## src/blst_pkg.sv

```systemverilog
// ----------------------------------------------------------------------------
// blst_pkg
// shared types and codes of the bounded lifo stack
// ----------------------------------------------------------------------------
package blst_pkg;

  localparam int CAP_W = 7;
  localparam logic [CAP_W-1:0] CAP_RESET = 7'd64;

  localparam logic [1:0] CMD_PUSH = 2'd0;
  localparam logic [1:0] CMD_POP  = 2'd1;
  localparam logic [1:0] CMD_PEEK = 2'd2;
  localparam logic [1:0] CMD_DISP = 2'd3;

  localparam logic [1:0] STATUS_OK    = 2'd0;
  localparam logic [1:0] STATUS_FULL  = 2'd1;
  localparam logic [1:0] STATUS_EMPTY = 2'd2;

  typedef logic [1:0] cell_op_t;

  localparam cell_op_t OP_HOLD = 2'd0;
  localparam cell_op_t OP_PUSH = 2'd1;
  localparam cell_op_t OP_POP  = 2'd2;
  localparam cell_op_t OP_ROT  = 2'd3;

  typedef struct packed {
    cell_op_t op;
  } chain_ctl_t;

endpackage

```

## src/blst_cell.sv

```systemverilog
// ----------------------------------------------------------------------------
// blst_cell
// one stack slot, shifts toward its neighbors on push, pop and rotate
// ----------------------------------------------------------------------------
module blst_cell #(
  parameter int DATA_WIDTH = 32
) (
  input  logic                  clk,
  input  blst_pkg::chain_ctl_t  ctl,
  input  logic                  is_tail,
  input  logic [DATA_WIDTH-1:0] up_in,
  input  logic [DATA_WIDTH-1:0] down_in,
  input  logic [DATA_WIDTH-1:0] top_in,
  output logic [DATA_WIDTH-1:0] word
);
  import blst_pkg::*;

  always_ff @(posedge clk) begin
    case (ctl.op)
      OP_PUSH: word <= up_in;
      OP_POP:  word <= down_in;
      OP_ROT:  word <= is_tail ? top_in : down_in;
      default: word <= word;
    endcase
  end

endmodule

```

## config.mk

```make
export PLATFORM = sky130hd
export DESIGN_NAME = blst_cell
export DESIGN_NICKNAME = d
export VERILOG_FILES = /design/src/blst_pkg.sv /design/src/blst_cell.sv
export SDC_FILE = /design/constraint.sdc
export NUM_CORES = 1
export LEC_CHECK = 0
export ABC_AREA = 1
export BUFFER_PORTS_ARGS = -buffer_cell sky130_fd_sc_hd__buf_4
export CORE_MARGIN = 1
export CORE_UTILIZATION = 48
export CTS_BUF_LIST = sky130_fd_sc_hd__clkbuf_4 sky130_fd_sc_hd__clkbuf_8
export DETAILED_ROUTE_END_ITERATION = 8
export PLACE_DENSITY_LB_ADDON = 0.12
export SLEW_MARGIN = 20
export SYNTH_ARGS = -nofsm -noshare
export SYNTH_HDL_FRONTEND = slang
export SYNTH_SLANG_ARGS = --single-unit
```

## constraint.sdc

```tcl
create_clock -name clk -period 4.7 [get_ports clk]
set_clock_uncertainty 0.05 [all_clocks]
set_input_delay 0.235 -clock clk [delete_from_list [all_inputs] [get_ports clk]]
set_output_delay 0.235 -clock clk [all_outputs]
set_load 0.03 [all_outputs]
```

==> impl_results.md <==
* Outcome: complete, no violations
* Max Slew Vio Count at 0
* Mapped Nets at 382
* Area leader, netlist: edfxtp_1
* Final hold violation count at 0
* Post-route cell area at 3074 um2
* Area taken by multi-input logic gates at 955.9 um2
* Int Pwr at 582.5 uW
* Drt first pass iters at 5
* # diodes at 0
* Die width at 68.22 um
* H-Tree Depth at 2
* Top routing layer used: met4
* Largest net degree at the start of global routing at 35
* Die Y at 68.22 um
* Post-DP HPWL at 4.395 mm
* Largest Register: word
* Ys Warns at 0
* Area of placed instances at 2993 um2
* NetSw at 269.3 uW
* Worst Max-Slew Pin Slew at 1.005 ns
* Complex-gate fraction of the synthesized area at 0%
* # Post-CTS Setup Buffers at 0
* Fmax at 629.5 MHz
* Initial core utilization at 51.14%
* Tmin final at 1.589 ns
* Fillers at 338
* Number of DRC violations after detailed-routing iteration 0 at 177
* Die ar. at 4653 um2
* Grt ovf at 0
* Setup TNS at 0 ns
* Finish-stage setup viols at 0
* Post-layout nets at 501
* Core Box Area at 4115 um2
* CTS clock-pin slew for the worst setup and hold paths at 0.06 ns
* Leakage at 1.591 nW
* Routability Congestion at 0.7351
* Initial antenna violation count at 0
* Syn-to-layout area delta at 46.08%
* Crit Path Class: in -> reg
* Max FO, Critical Path at 34
* Synth Area in Simple Gates at 45.42%
* Sequential Area at 960.9 um2
* CTS Sinks at 32
* Share of layout cells above drive strength 1 at 38.15%
* Vias in the first global route at 2268
* Wire length on met2 at 3.294 mm
* # rows at 23
* Adder-cell area share of the yosys netlist at 0%
* Hold_buf cts at 0
* RSZ-0062 raised after global routing: false
* Startpoint types: input port
* Hold WC Path Type: in -> reg
* Worst Path Arrival at 1.47 ns
* Post-Synth XOR/XNOR Area at 0%
* DR vias at 2370
* Part of the cycle the worst path needs at 33.80%
* Global-route wire length before repair at 9.439 mm
* Mux share of post-synthesis cell area at 0%
* Worst Hold Depth at 3
* Port bufs at 131
* Routed WL at 6.250 mm
* Sw frac at 31.61%
* Post-CTS resize count at 0
* Regs by FF count: word x32
* Setup crit end kind: register
* Drt via density at 5.255
* WL met1 at 2.226 mm
* IO Pins at 132
* ANT nets after route at 0
* TritonCTS Buffers at 5
* Syn avg cell area at 7.463 um2
* Sequential area share after synthesis at 45.66%
* Worst EP required at 4.58 ns
* Max transition margin at 32.93%
* Clock share of power at 23.9%
* Gr usage total at 27.45%
* Mapped Area at 2105 um2
* Power density over cell area at 277.1 nW/um2
* Share of power burned in registers at 42.8%
* Longest Clk Path Bufs at 2
* Most common cell after layout, fill and taps aside: nand2_1
* Synth top area cells: edfxtp_1 (46%), nand2_1 (27%), nand3_1 (15%)
* DR WL met3 at 538 um
* Share of the synthesized area in the top cell type at 45.66%
* Flops & latches, synth at 32
* Synth unique cells at 12
* Largest register FFs at 32
* CTS tree: built
* VDD IR max at 0.1889 mV
* CTS Root Cell: clkbuf_8
* Most frequent cells in the layout: nand2_1 (151), buf_4 (132), nand3_1 (64)
* Largest family of logic cells by synthesized area: simple AND/OR/NAND/NOR gates
* Routed len/inst at 13.86 um
* Logic pwr share at 33.3%
* DR DRC count at 0
* Synthesized instance count at 282
* Number of max-cap violations at 0
[metal layers]
| metal | global-route usage (%) | up-vias |
|---|---|---|
| met2 | 49.75 | 123 |
| met5 | 0 | - |
| li1 | - | 1154 |
| met1 | 29.04 | 1071 |
| met4 | 12.24 | 0 |
| met3 | 8.000 | 22 |
[synthesized netlist by cell type (all sizes together)]
cell	count
edfxtp	32
nand3	64
buf	20
nand2	162
inv	4
[final cells by class]
class / instances / share of cell area, %
well taps: 50 / 2.035
clock buffers: 6 / 2.483
clock inverters: 1 / 0.1628
inverters: 4 / 0.7326
multi-input cells: 226 / 31.09
flip-flops and latches: 32 / 31.26
repair buffers: 132 / 32.23
[cell families (layout without fill, tap and decap cells)]
logic type    count (synthesis)  in the layout
simple gates                226            226
flops                        32             32
buf+inv                      24            143
[power groups by stage]
stage / logic [mW] / registers (mW) / clock network [mW]
6_report: 0.284 / 0.364 / 0.204
5_1_grt: 0.304 / 0.368 / 0.215
4_1_cts: 0.284 / 0.364 / 0.205
3_5_place_dp: 0.284 / 0.370 / 0
3_3_place_gp: 0.279 / 0.370 / 0
2_1_floorplan: 0.0835 / 0.444 / 0
[final timing paths]
check / end / from
worst max-delay path: word[31] / ctl[1]
worst min-delay path: word[1] / up_in[1]
[worst max-delay path, cell delays in order]
cell and delay (ns):
buf_4 0.32, inv_2 0.34, nand2_1 0.15, buf_4 0.41
[through the flow]
step | power, mW | utilization (%) | worst slack [ns] | cells | hold slack, ns
floorplan | 0.5273 | - | 2.995 | 282 | 0.3876
global placement | 0.6492 | 72.73 | 2.845 | 444 | 0.4762
detailed placement | 0.6541 | 72.73 | 2.853 | 444 | 0.4791
CTS | 0.8537 | 74.70 | 3.142 | 451 | 0.1880
global route | 0.8873 | 74.70 | 3.019 | 451 | 0.1905
finish | 0.8518 | 74.70 | 3.111 | 451 | 0.1903
Note: power is estimated with default switching activity, not from simulation.
