## src/blst_pkg.sv

```systemverilog
// ----------------------------------------------------------------------------
// blst_pkg
// shared types and codes of the bounded lifo stack
// ----------------------------------------------------------------------------
package blst_pkg;

  localparam int CAP_W = 7;
  localparam logic [CAP_W-1:0] CAP_RESET = 7'd64;

  localparam logic [1:0] CMD_PUSH = 2'd0;
  localparam logic [1:0] CMD_POP  = 2'd1;
  localparam logic [1:0] CMD_PEEK = 2'd2;
  localparam logic [1:0] CMD_DISP = 2'd3;

  localparam logic [1:0] STATUS_OK    = 2'd0;
  localparam logic [1:0] STATUS_FULL  = 2'd1;
  localparam logic [1:0] STATUS_EMPTY = 2'd2;

  typedef logic [1:0] cell_op_t;

  localparam cell_op_t OP_HOLD = 2'd0;
  localparam cell_op_t OP_PUSH = 2'd1;
  localparam cell_op_t OP_POP  = 2'd2;
  localparam cell_op_t OP_ROT  = 2'd3;

  typedef struct packed {
    cell_op_t op;
  } chain_ctl_t;

endpackage

```

## src/blst_ifs.sv

```systemverilog
// ----------------------------------------------------------------------------
// blst_ifs
// request, response and configuration channels of the stack
// ----------------------------------------------------------------------------
interface blst_req_if #(parameter int DATA_WIDTH = 32);
  logic                         valid;
  logic                         ready;
  logic [1:0]                   cmd;
  logic signed [DATA_WIDTH-1:0] push_value;

  modport source (output valid, output cmd, output push_value, input ready);
  modport sink (input valid, input cmd, input push_value, output ready);
endinterface

interface blst_rsp_if #(parameter int DATA_WIDTH = 32);
  logic                         valid;
  logic                         ready;
  logic [1:0]                   status;
  logic signed [DATA_WIDTH-1:0] data_out;
  logic                         is_empty;
  logic                         is_full;
  logic                         last;

  modport source (output valid, output status, output data_out, output is_empty,
                  output is_full, output last, input ready);
  modport sink (input valid, input status, input data_out, input is_empty,
                input is_full, input last, output ready);
endinterface

interface blst_cfg_if;
  logic       valid;
  logic       ready;
  logic [6:0] capacity;

  modport source (output valid, output capacity, input ready);
  modport sink (input valid, input capacity, output ready);
endinterface

```

## src/blst_ctrl.sv

```systemverilog
// ----------------------------------------------------------------------------
// blst_ctrl
// command decode, entry count, capacity register and response register
// ----------------------------------------------------------------------------
module blst_ctrl #(
  parameter int DEPTH      = 64,
  parameter int DATA_WIDTH = 32,
  parameter int IDX_W      = 6
) (
  input  logic                  clk,
  input  logic                  rst,
  blst_req_if.sink              req,
  blst_rsp_if.source            rsp,
  blst_cfg_if.sink              cfg,
  input  logic [DATA_WIDTH-1:0] top_word,
  output blst_pkg::chain_ctl_t  ctl,
  output logic [IDX_W-1:0]      tail
);
  import blst_pkg::*;

  localparam int CNT_W = $clog2(DEPTH + 1);
  localparam int CMP_W = (CNT_W > CAP_W) ? CNT_W : CAP_W;

  localparam logic ST_IDLE = 1'b0;
  localparam logic ST_DISP = 1'b1;

  logic                  state, state_next;
  logic [CNT_W-1:0]      count, count_next;
  logic [CNT_W-1:0]      rem, rem_next;
  logic [CAP_W-1:0]      capacity;
  logic                  ov;
  logic [1:0]            status;
  logic [DATA_WIDTH-1:0] data;
  logic                  empty_f, full_f, last_f;

  logic                  load_ok, accept, load;
  logic [1:0]            status_next;
  logic [DATA_WIDTH-1:0] data_next;
  logic                  last_next;
  logic [CMP_W-1:0]      cap_ext, eff_cap;
  logic                  full_now, empty_now;
  logic [CNT_W-1:0]      cnt_m1;

  assign load_ok   = !ov || rsp.ready;
  assign req.ready = (state == ST_IDLE) && load_ok;
  assign accept    = req.valid && req.ready;
  assign cfg.ready = 1'b1;

  always_comb begin
    cap_ext = CMP_W'(capacity);
    if (cap_ext == '0) begin
      eff_cap = CMP_W'(1);
    end else if (cap_ext > CMP_W'(DEPTH)) begin
      eff_cap = CMP_W'(DEPTH);
    end else begin
      eff_cap = cap_ext;
    end
  end

  assign full_now  = CMP_W'(count) >= eff_cap;
  assign empty_now = (count == '0);
  assign cnt_m1    = count - CNT_W'(1);
  assign tail      = cnt_m1[IDX_W-1:0];

  always_comb begin
    state_next  = state;
    count_next  = count;
    rem_next    = rem;
    load        = 1'b0;
    status_next = STATUS_OK;
    data_next   = '0;
    last_next   = 1'b1;
    ctl.op      = OP_HOLD;
    if (accept) begin
      load = 1'b1;
      case (req.cmd)
        CMD_PUSH: begin
          if (full_now) begin
            status_next = STATUS_FULL;
          end else begin
            ctl.op     = OP_PUSH;
            count_next = count + CNT_W'(1);
          end
        end
        CMD_POP: begin
          if (empty_now) begin
            status_next = STATUS_EMPTY;
          end else begin
            ctl.op     = OP_POP;
            data_next  = top_word;
            count_next = cnt_m1;
          end
        end
        CMD_PEEK: begin
          if (empty_now) begin
            status_next = STATUS_EMPTY;
          end else begin
            data_next = top_word;
          end
        end
        default: begin
          if (empty_now) begin
            status_next = STATUS_EMPTY;
          end else begin
            ctl.op    = OP_ROT;
            data_next = top_word;
            last_next = (count == CNT_W'(1));
            if (count != CNT_W'(1)) begin
              state_next = ST_DISP;
              rem_next   = cnt_m1;
            end
          end
        end
      endcase
    end else if (state == ST_DISP && load_ok) begin
      load      = 1'b1;
      ctl.op    = OP_ROT;
      data_next = top_word;
      last_next = (rem == CNT_W'(1));
      rem_next  = rem - CNT_W'(1);
      if (rem == CNT_W'(1)) begin
        state_next = ST_IDLE;
      end
    end
  end

  always_ff @(posedge clk) begin
    if (rst) begin
      state    <= ST_IDLE;
      count    <= '0;
      rem      <= '0;
      ov       <= 1'b0;
      capacity <= CAP_RESET;
    end else begin
      state <= state_next;
      count <= count_next;
      rem   <= rem_next;
      if (load) begin
        ov <= 1'b1;
      end else if (rsp.ready) begin
        ov <= 1'b0;
      end
      if (cfg.valid) begin
        capacity <= cfg.capacity;
      end
    end
  end

  always_ff @(posedge clk) begin
    if (load) begin
      status  <= status_next;
      data    <= data_next;
      last_f  <= last_next;
      empty_f <= (count_next == '0);
      full_f  <= CMP_W'(count_next) >= eff_cap;
    end
  end

  assign rsp.valid    = ov;
  assign rsp.status   = status;
  assign rsp.data_out = $signed(data);
  assign rsp.is_empty = empty_f;
  assign rsp.is_full  = full_f;
  assign rsp.last     = last_f;

endmodule

```

## src/flat_wrapper.sv

```systemverilog
// flat-port wrapper written by rule: the top's interface ports become plain ports
module blst_ctrl_flat import blst_pkg::*;
#(
  parameter int DEPTH      = 64,
  parameter int DATA_WIDTH = 32,
  parameter int IDX_W      = 6
)
  (clk, rst, top_word, ctl, tail, req_valid, req_cmd, req_push_value, req_ready, rsp_valid, rsp_status, rsp_data_out, rsp_is_empty, rsp_is_full, rsp_last, rsp_ready, cfg_valid, cfg_capacity, cfg_ready);
  blst_req_if #(.DATA_WIDTH(DATA_WIDTH)) req_i ();
  blst_rsp_if #(.DATA_WIDTH(DATA_WIDTH)) rsp_i ();
  blst_cfg_if cfg_i ();
  input  logic clk;
  input  logic rst;
  input  logic [DATA_WIDTH-1:0] top_word;
  output blst_pkg::chain_ctl_t ctl;
  output logic [IDX_W-1:0] tail;
  input wire logic [$bits(req_i.valid)-1:0] req_valid;
  input wire logic [$bits(req_i.cmd)-1:0] req_cmd;
  input wire logic [$bits(req_i.push_value)-1:0] req_push_value;
  output wire logic [$bits(req_i.ready)-1:0] req_ready;
  output wire logic [$bits(rsp_i.valid)-1:0] rsp_valid;
  output wire logic [$bits(rsp_i.status)-1:0] rsp_status;
  output wire logic [$bits(rsp_i.data_out)-1:0] rsp_data_out;
  output wire logic [$bits(rsp_i.is_empty)-1:0] rsp_is_empty;
  output wire logic [$bits(rsp_i.is_full)-1:0] rsp_is_full;
  output wire logic [$bits(rsp_i.last)-1:0] rsp_last;
  input wire logic [$bits(rsp_i.ready)-1:0] rsp_ready;
  input wire logic [$bits(cfg_i.valid)-1:0] cfg_valid;
  input wire logic [$bits(cfg_i.capacity)-1:0] cfg_capacity;
  output wire logic [$bits(cfg_i.ready)-1:0] cfg_ready;
  assign req_i.valid = req_valid;
  assign req_i.cmd = req_cmd;
  assign req_i.push_value = req_push_value;
  assign req_ready = req_i.ready;
  assign rsp_valid = rsp_i.valid;
  assign rsp_status = rsp_i.status;
  assign rsp_data_out = rsp_i.data_out;
  assign rsp_is_empty = rsp_i.is_empty;
  assign rsp_is_full = rsp_i.is_full;
  assign rsp_last = rsp_i.last;
  assign rsp_i.ready = rsp_ready;
  assign cfg_i.valid = cfg_valid;
  assign cfg_i.capacity = cfg_capacity;
  assign cfg_ready = cfg_i.ready;
  blst_ctrl #(.DEPTH(DEPTH), .DATA_WIDTH(DATA_WIDTH), .IDX_W(IDX_W)) u_core (.clk(clk), .rst(rst), .req(req_i), .rsp(rsp_i), .cfg(cfg_i), .top_word(top_word), .ctl(ctl), .tail(tail));
endmodule
```

## config.mk

```make
export PLATFORM = sky130hd
export DESIGN_NAME = blst_ctrl_flat
export DESIGN_NICKNAME = d
export VERILOG_FILES = /design/src/blst_pkg.sv /design/src/blst_ifs.sv /design/src/blst_ctrl.sv /design/src/flat_wrapper.sv
export SDC_FILE = /design/constraint.sdc
export NUM_CORES = 1
export LEC_CHECK = 0
export BUFFER_PORTS_ARGS = -buffer_cell sky130_fd_sc_hd__buf_4
export CORE_MARGIN = 5
export CORE_UTILIZATION = 35
export DETAILED_ROUTE_END_ITERATION = 10
export HOLD_SLACK_MARGIN = 0.15
export PLACE_DENSITY_LB_ADDON = 0.12
export SLEW_MARGIN = 20
export SYNTH_ARGS = -nofsm -noshare
export SYNTH_HDL_FRONTEND = slang
export SYNTH_SLANG_ARGS = --single-unit
```

## constraint.sdc

```tcl
create_clock -name clk -period 4.75 [get_ports clk]
set_clock_uncertainty 0.15 [all_clocks]
set_input_delay 0.95 -clock clk [delete_from_list [all_inputs] [get_ports clk]]
set_output_delay 0.95 -clock clk [all_outputs]
set_load 0.01 [all_outputs]
```

==> results.cfg <==
[yosys]
synth_area_leaders = edfxtp_1 35%, dfxtp_1 14%, and2_1 7.0%
synth-adder-area-share_pct = 7.034
synth_compound_area_share_pct = 12.00
postSynthNetCount = 419
synth.mux.area_fraction_pct = 2.227
synth.yosys.seq_area_share_pct = 49.08
post_synth_and_or_nand_nor_area_fraction_pct = 23.84
synth_warnings = 0
syn_area_per_cell_um2 = 9.913
post_synth_instance_area_mm2 = 0.003202
post-synth-top-count-cell = edfxtp_1
synth-edff-count = 37
synthArstFlopShare_pct = 0
cell_type_with_the_highest_aggregate_area_in_the_netlist = edfxtp_1
post_synthesis_cell_count = 323
ys_ff_latch = 60
synthXorXnorAreaFrac_pct = 1.641
top_reg_cell_synth = edfxtp_1
synth_top_family_by_area = simple AND/OR/NAND/NOR gates
synthDominantCellAreaShare_pct = 34.70
synthDistinctLibCells = 55
synth_commonest_cells = 37 x edfxtp_1, 36 x and2_1, 36 x nor2_1, 27 x nand2_1, 23 x dfxtp_1

[worst_setup_path]
critical_path.cell_chain = nor3_1, a21oi_1, nor2_1, ha_1, nor2b_1, o21ai_0, a211oi_1, o21ai_0, xnor2_1, ha_1, nand2b_1, a21o_1, a21o_1, nor2_1, o2111ai_1, nand4b_1, o2111ai_1
critical_path_buf_inv_count = 0
setup.worst_path.class = flop to flop
crit_path_end_kind = flop
timing.critical_path.required_ns = 4.66
worstPathMaxFanout = 4
startpoint_type = flop
critPathSlowestCell = a211oi_1
rr_worst_depth = 17
reg2reg_setup_slack_ns = 0.53
regToRegStartpoint = u_core.cap_ext[2]
crit_family = compound AO/OA/AOI/OAI gates
critPathMaxStageDelay_ns = 0.56
critPathLaunch = u_core.cap_ext[2]
arrival_time_at_the_worst_endpoint_ns = 4.12
timing.rr.end = u_core.rsp.is_full

[finish]
postLayoutCellArea_mm2 = 0.004212
antenna_cells_inserted = 0
final_net_count = 513
fill_cells = 873
area_growth_pct = 31.54
multiInputGateArea_mm2 = 0.001505
drive_gt1_share_pct = 30.09
area.sequential_mm2 = 0.001572

[floorplan]
floorplan.die_area_mm2 = 0.01116
die_width_um = 105.6
design.portCount = 126
floorplan.initialDensity_pct = 35.32
cell_rows = 35
fp.dieH_um = 105.6
placeableCoreArea_mm2 = 0.009065

[timing]
tightest_slew_ns = 0.7819
setup_viol = 0
totalNegativeSetupSlack_ns = 0
finalCriticalPeriod_ns = 4.216
min_period_over_period_pct = 88.76
hold_viol = 0
maxSlewViolCount = 0
maxSlewHeadroom_pct = 46.52
rsz0062_at_grt = no
max_freq_mhz = 237.2

[routing]
drt-pass1-iter-count = 4
routed-wl-met3_um = 589
met2WireLength_um = 3583
routedLengthMet1_um = 3822
ant_nets = 0
drt-initial-drc-count = 128
wl_um = 8108
viasPerCell = 4.981
drt-wirelength-per-cell_um = 15.21
drc = 0
top_layer = met4
detailroute.via_count = 2655

[pwr]
proportion_of_power_drawn_by_flip_flops_and_latches_pct = 44.1
power-per-cell-area_mw_per_mm2 = 330.9
static-leakage-power_nw = 1.812
internal_dissipation_w = 0.001021
power.share.combinational_pct = 19.9
vdd.ir_drop.worst_mv = 0.1314
clock_power_share_pct = 36.0
netSwitchingPower_w = 0.0003722
swShare_pct = 26.71

[clock_network]
postcts_setup_bufs = 0
clockBufferDepth = 2
cts_htree_levels = 3
clock_tree_from_tritoncts = built
post_cts.resized_instances = 0
cts_inserted_buffers = 9
cts.clk_slew.worst_paths_ns = 0.07
cts_sinks = 60
worstSkewPairLatency_ns = 0.33
postCtsHoldBufs = 0
clock-root-buffer = clkbuf_8

[worst_hold_path]
hold-path-cell-count = 2
worst_hold_path_type = flop to flop
hold_end = u_core.rem[1]
hold_path_startpoint = u_core.rem[1]

[global_route]
pin_count_of_the_biggest_net_entering_global_routing = 33
grt_pass1_wl_um = 12950
first_global_vias = 2585
grt_util_all_layers_pct = 14.45
globalRoute.totalOverflow = 0
antenna_found_initial = 0

[job]
maxCapViolCount = 0

[placement]
detailed_place.area_mm2 = 0.003996
place_congestion = 0.8335
port_buffers = 92
hpwlAfterDp_um = 5974

[status]
outcome = completed
## power groups by stage
stage / sequential, W / clock, W / combinational, W
after global routing: 0.000620 / 0.000548 / 0.000306
final: 0.000615 / 0.000502 / 0.000277
after global placement: 0.000626 / 0 / 0.000276
after CTS: 0.000616 / 0.000520 / 0.000281
after detailed placement: 0.000627 / 0 / 0.000279
after floorplan: 0.000638 / 0 / 0.000140
## area by class of cell
| type | count | area share [%] |
|---|---|---|
| inverter | 14 | 1.248 |
| multi-input combinational | 235 | 35.74 |
| tap | 111 | 3.298 |
| sequential | 60 | 37.31 |
| clock inverter | 7 | 2.169 |
| clock buffer | 9 | 2.941 |
| timing repair buffer | 97 | 17.29 |
## worst min-delay path, stage by stage (launching register included)
cell and delay, ns:
dfxtp_1 0.34, nand2_1 0.06, a21oi_1 0.05
## cell usage in the layout, fill, tap and decap left out, drive strengths merged, types with 5 or more instances in the layout
cell type   n
nand3       7
clkbuf      9
a21oi      19
and2       38
nor3       10
ha         18
dfxtp      23
inv        14
nor2       37
clkinv      5
edfxtp     37
nand2      27
buf        97
mux2i       6
o21ai      12
## state kept, by name (all words and copies together), names as in the netlist
| register | cells |
|---|---|
| u_core.state | 1 |
| u_core.rsp.data_out | 32 |
| u_core.rsp.last | 1 |
| u_core.rsp.is_full | 1 |
| u_core.rsp.is_empty | 1 |
| u_core.rem | 7 |
| u_core.rsp.status | 2 |
| u_core.cap_ext | 7 |
| u_core.count | 7 |
| u_core.rsp.valid | 1 |
## per-stage QoR
| step | util (%) | setup slack [ns] | std cells | power [W] | hold WS, ns |
|---|---|---|---|---|---|
| floorplan | - | 1.238 | 323 | 0.0007786 | 0.3080 |
| global placement | 44.09 | 0.5465 | 517 | 0.0009020 | 0.3347 |
| detailed placement | 44.09 | 0.5455 | 517 | 0.0009062 | 0.3433 |
| CTS | 46.46 | 0.4803 | 533 | 0.001416 | 0.3558 |
| global route | 46.46 | 0.2217 | 533 | 0.001474 | 0.3775 |
| finish | 46.46 | 0.5339 | 533 | 0.001394 | 0.3515 |
## per-layer routing
| layer | vias up | global-route usage, % |
|---|---|---|
| li1 | 1331 | - |
| met1 | 1225 | 19.64 |
| met2 | 91 | 21.40 |
| met3 | 8 | 5.266 |
| met4 | 0 | 4.440 |
| met5 | - | 0 |
## worst max path at each step
stage / slack (ns) / endpoint / cells past startpoint
detailed placement: 0.55 / u_core.rsp.is_full / 17
global route: 0.22 / u_core.rsp.is_full / 17
floorplan: 1.24 / u_core.rsp.is_full / 13
global placement: 0.55 / u_core.rsp.is_full / 17
finish: 0.53 / u_core.rsp.is_full / 17
CTS: 0.48 / u_core.rsp.is_full / 17
## cells by family (layout without fill, tap and decap cells)
group,count (synthesis),after routing
DFF,60,60
adders and majority gates,18,18
muxes,7,7
xor gates and xnor gates,6,6
other,1,1
buffers and inverters,28,127
AOI/OAI and AO/OA,57,57
and+or+nand+nor,146,146
(Power assumes the default switching activity.)
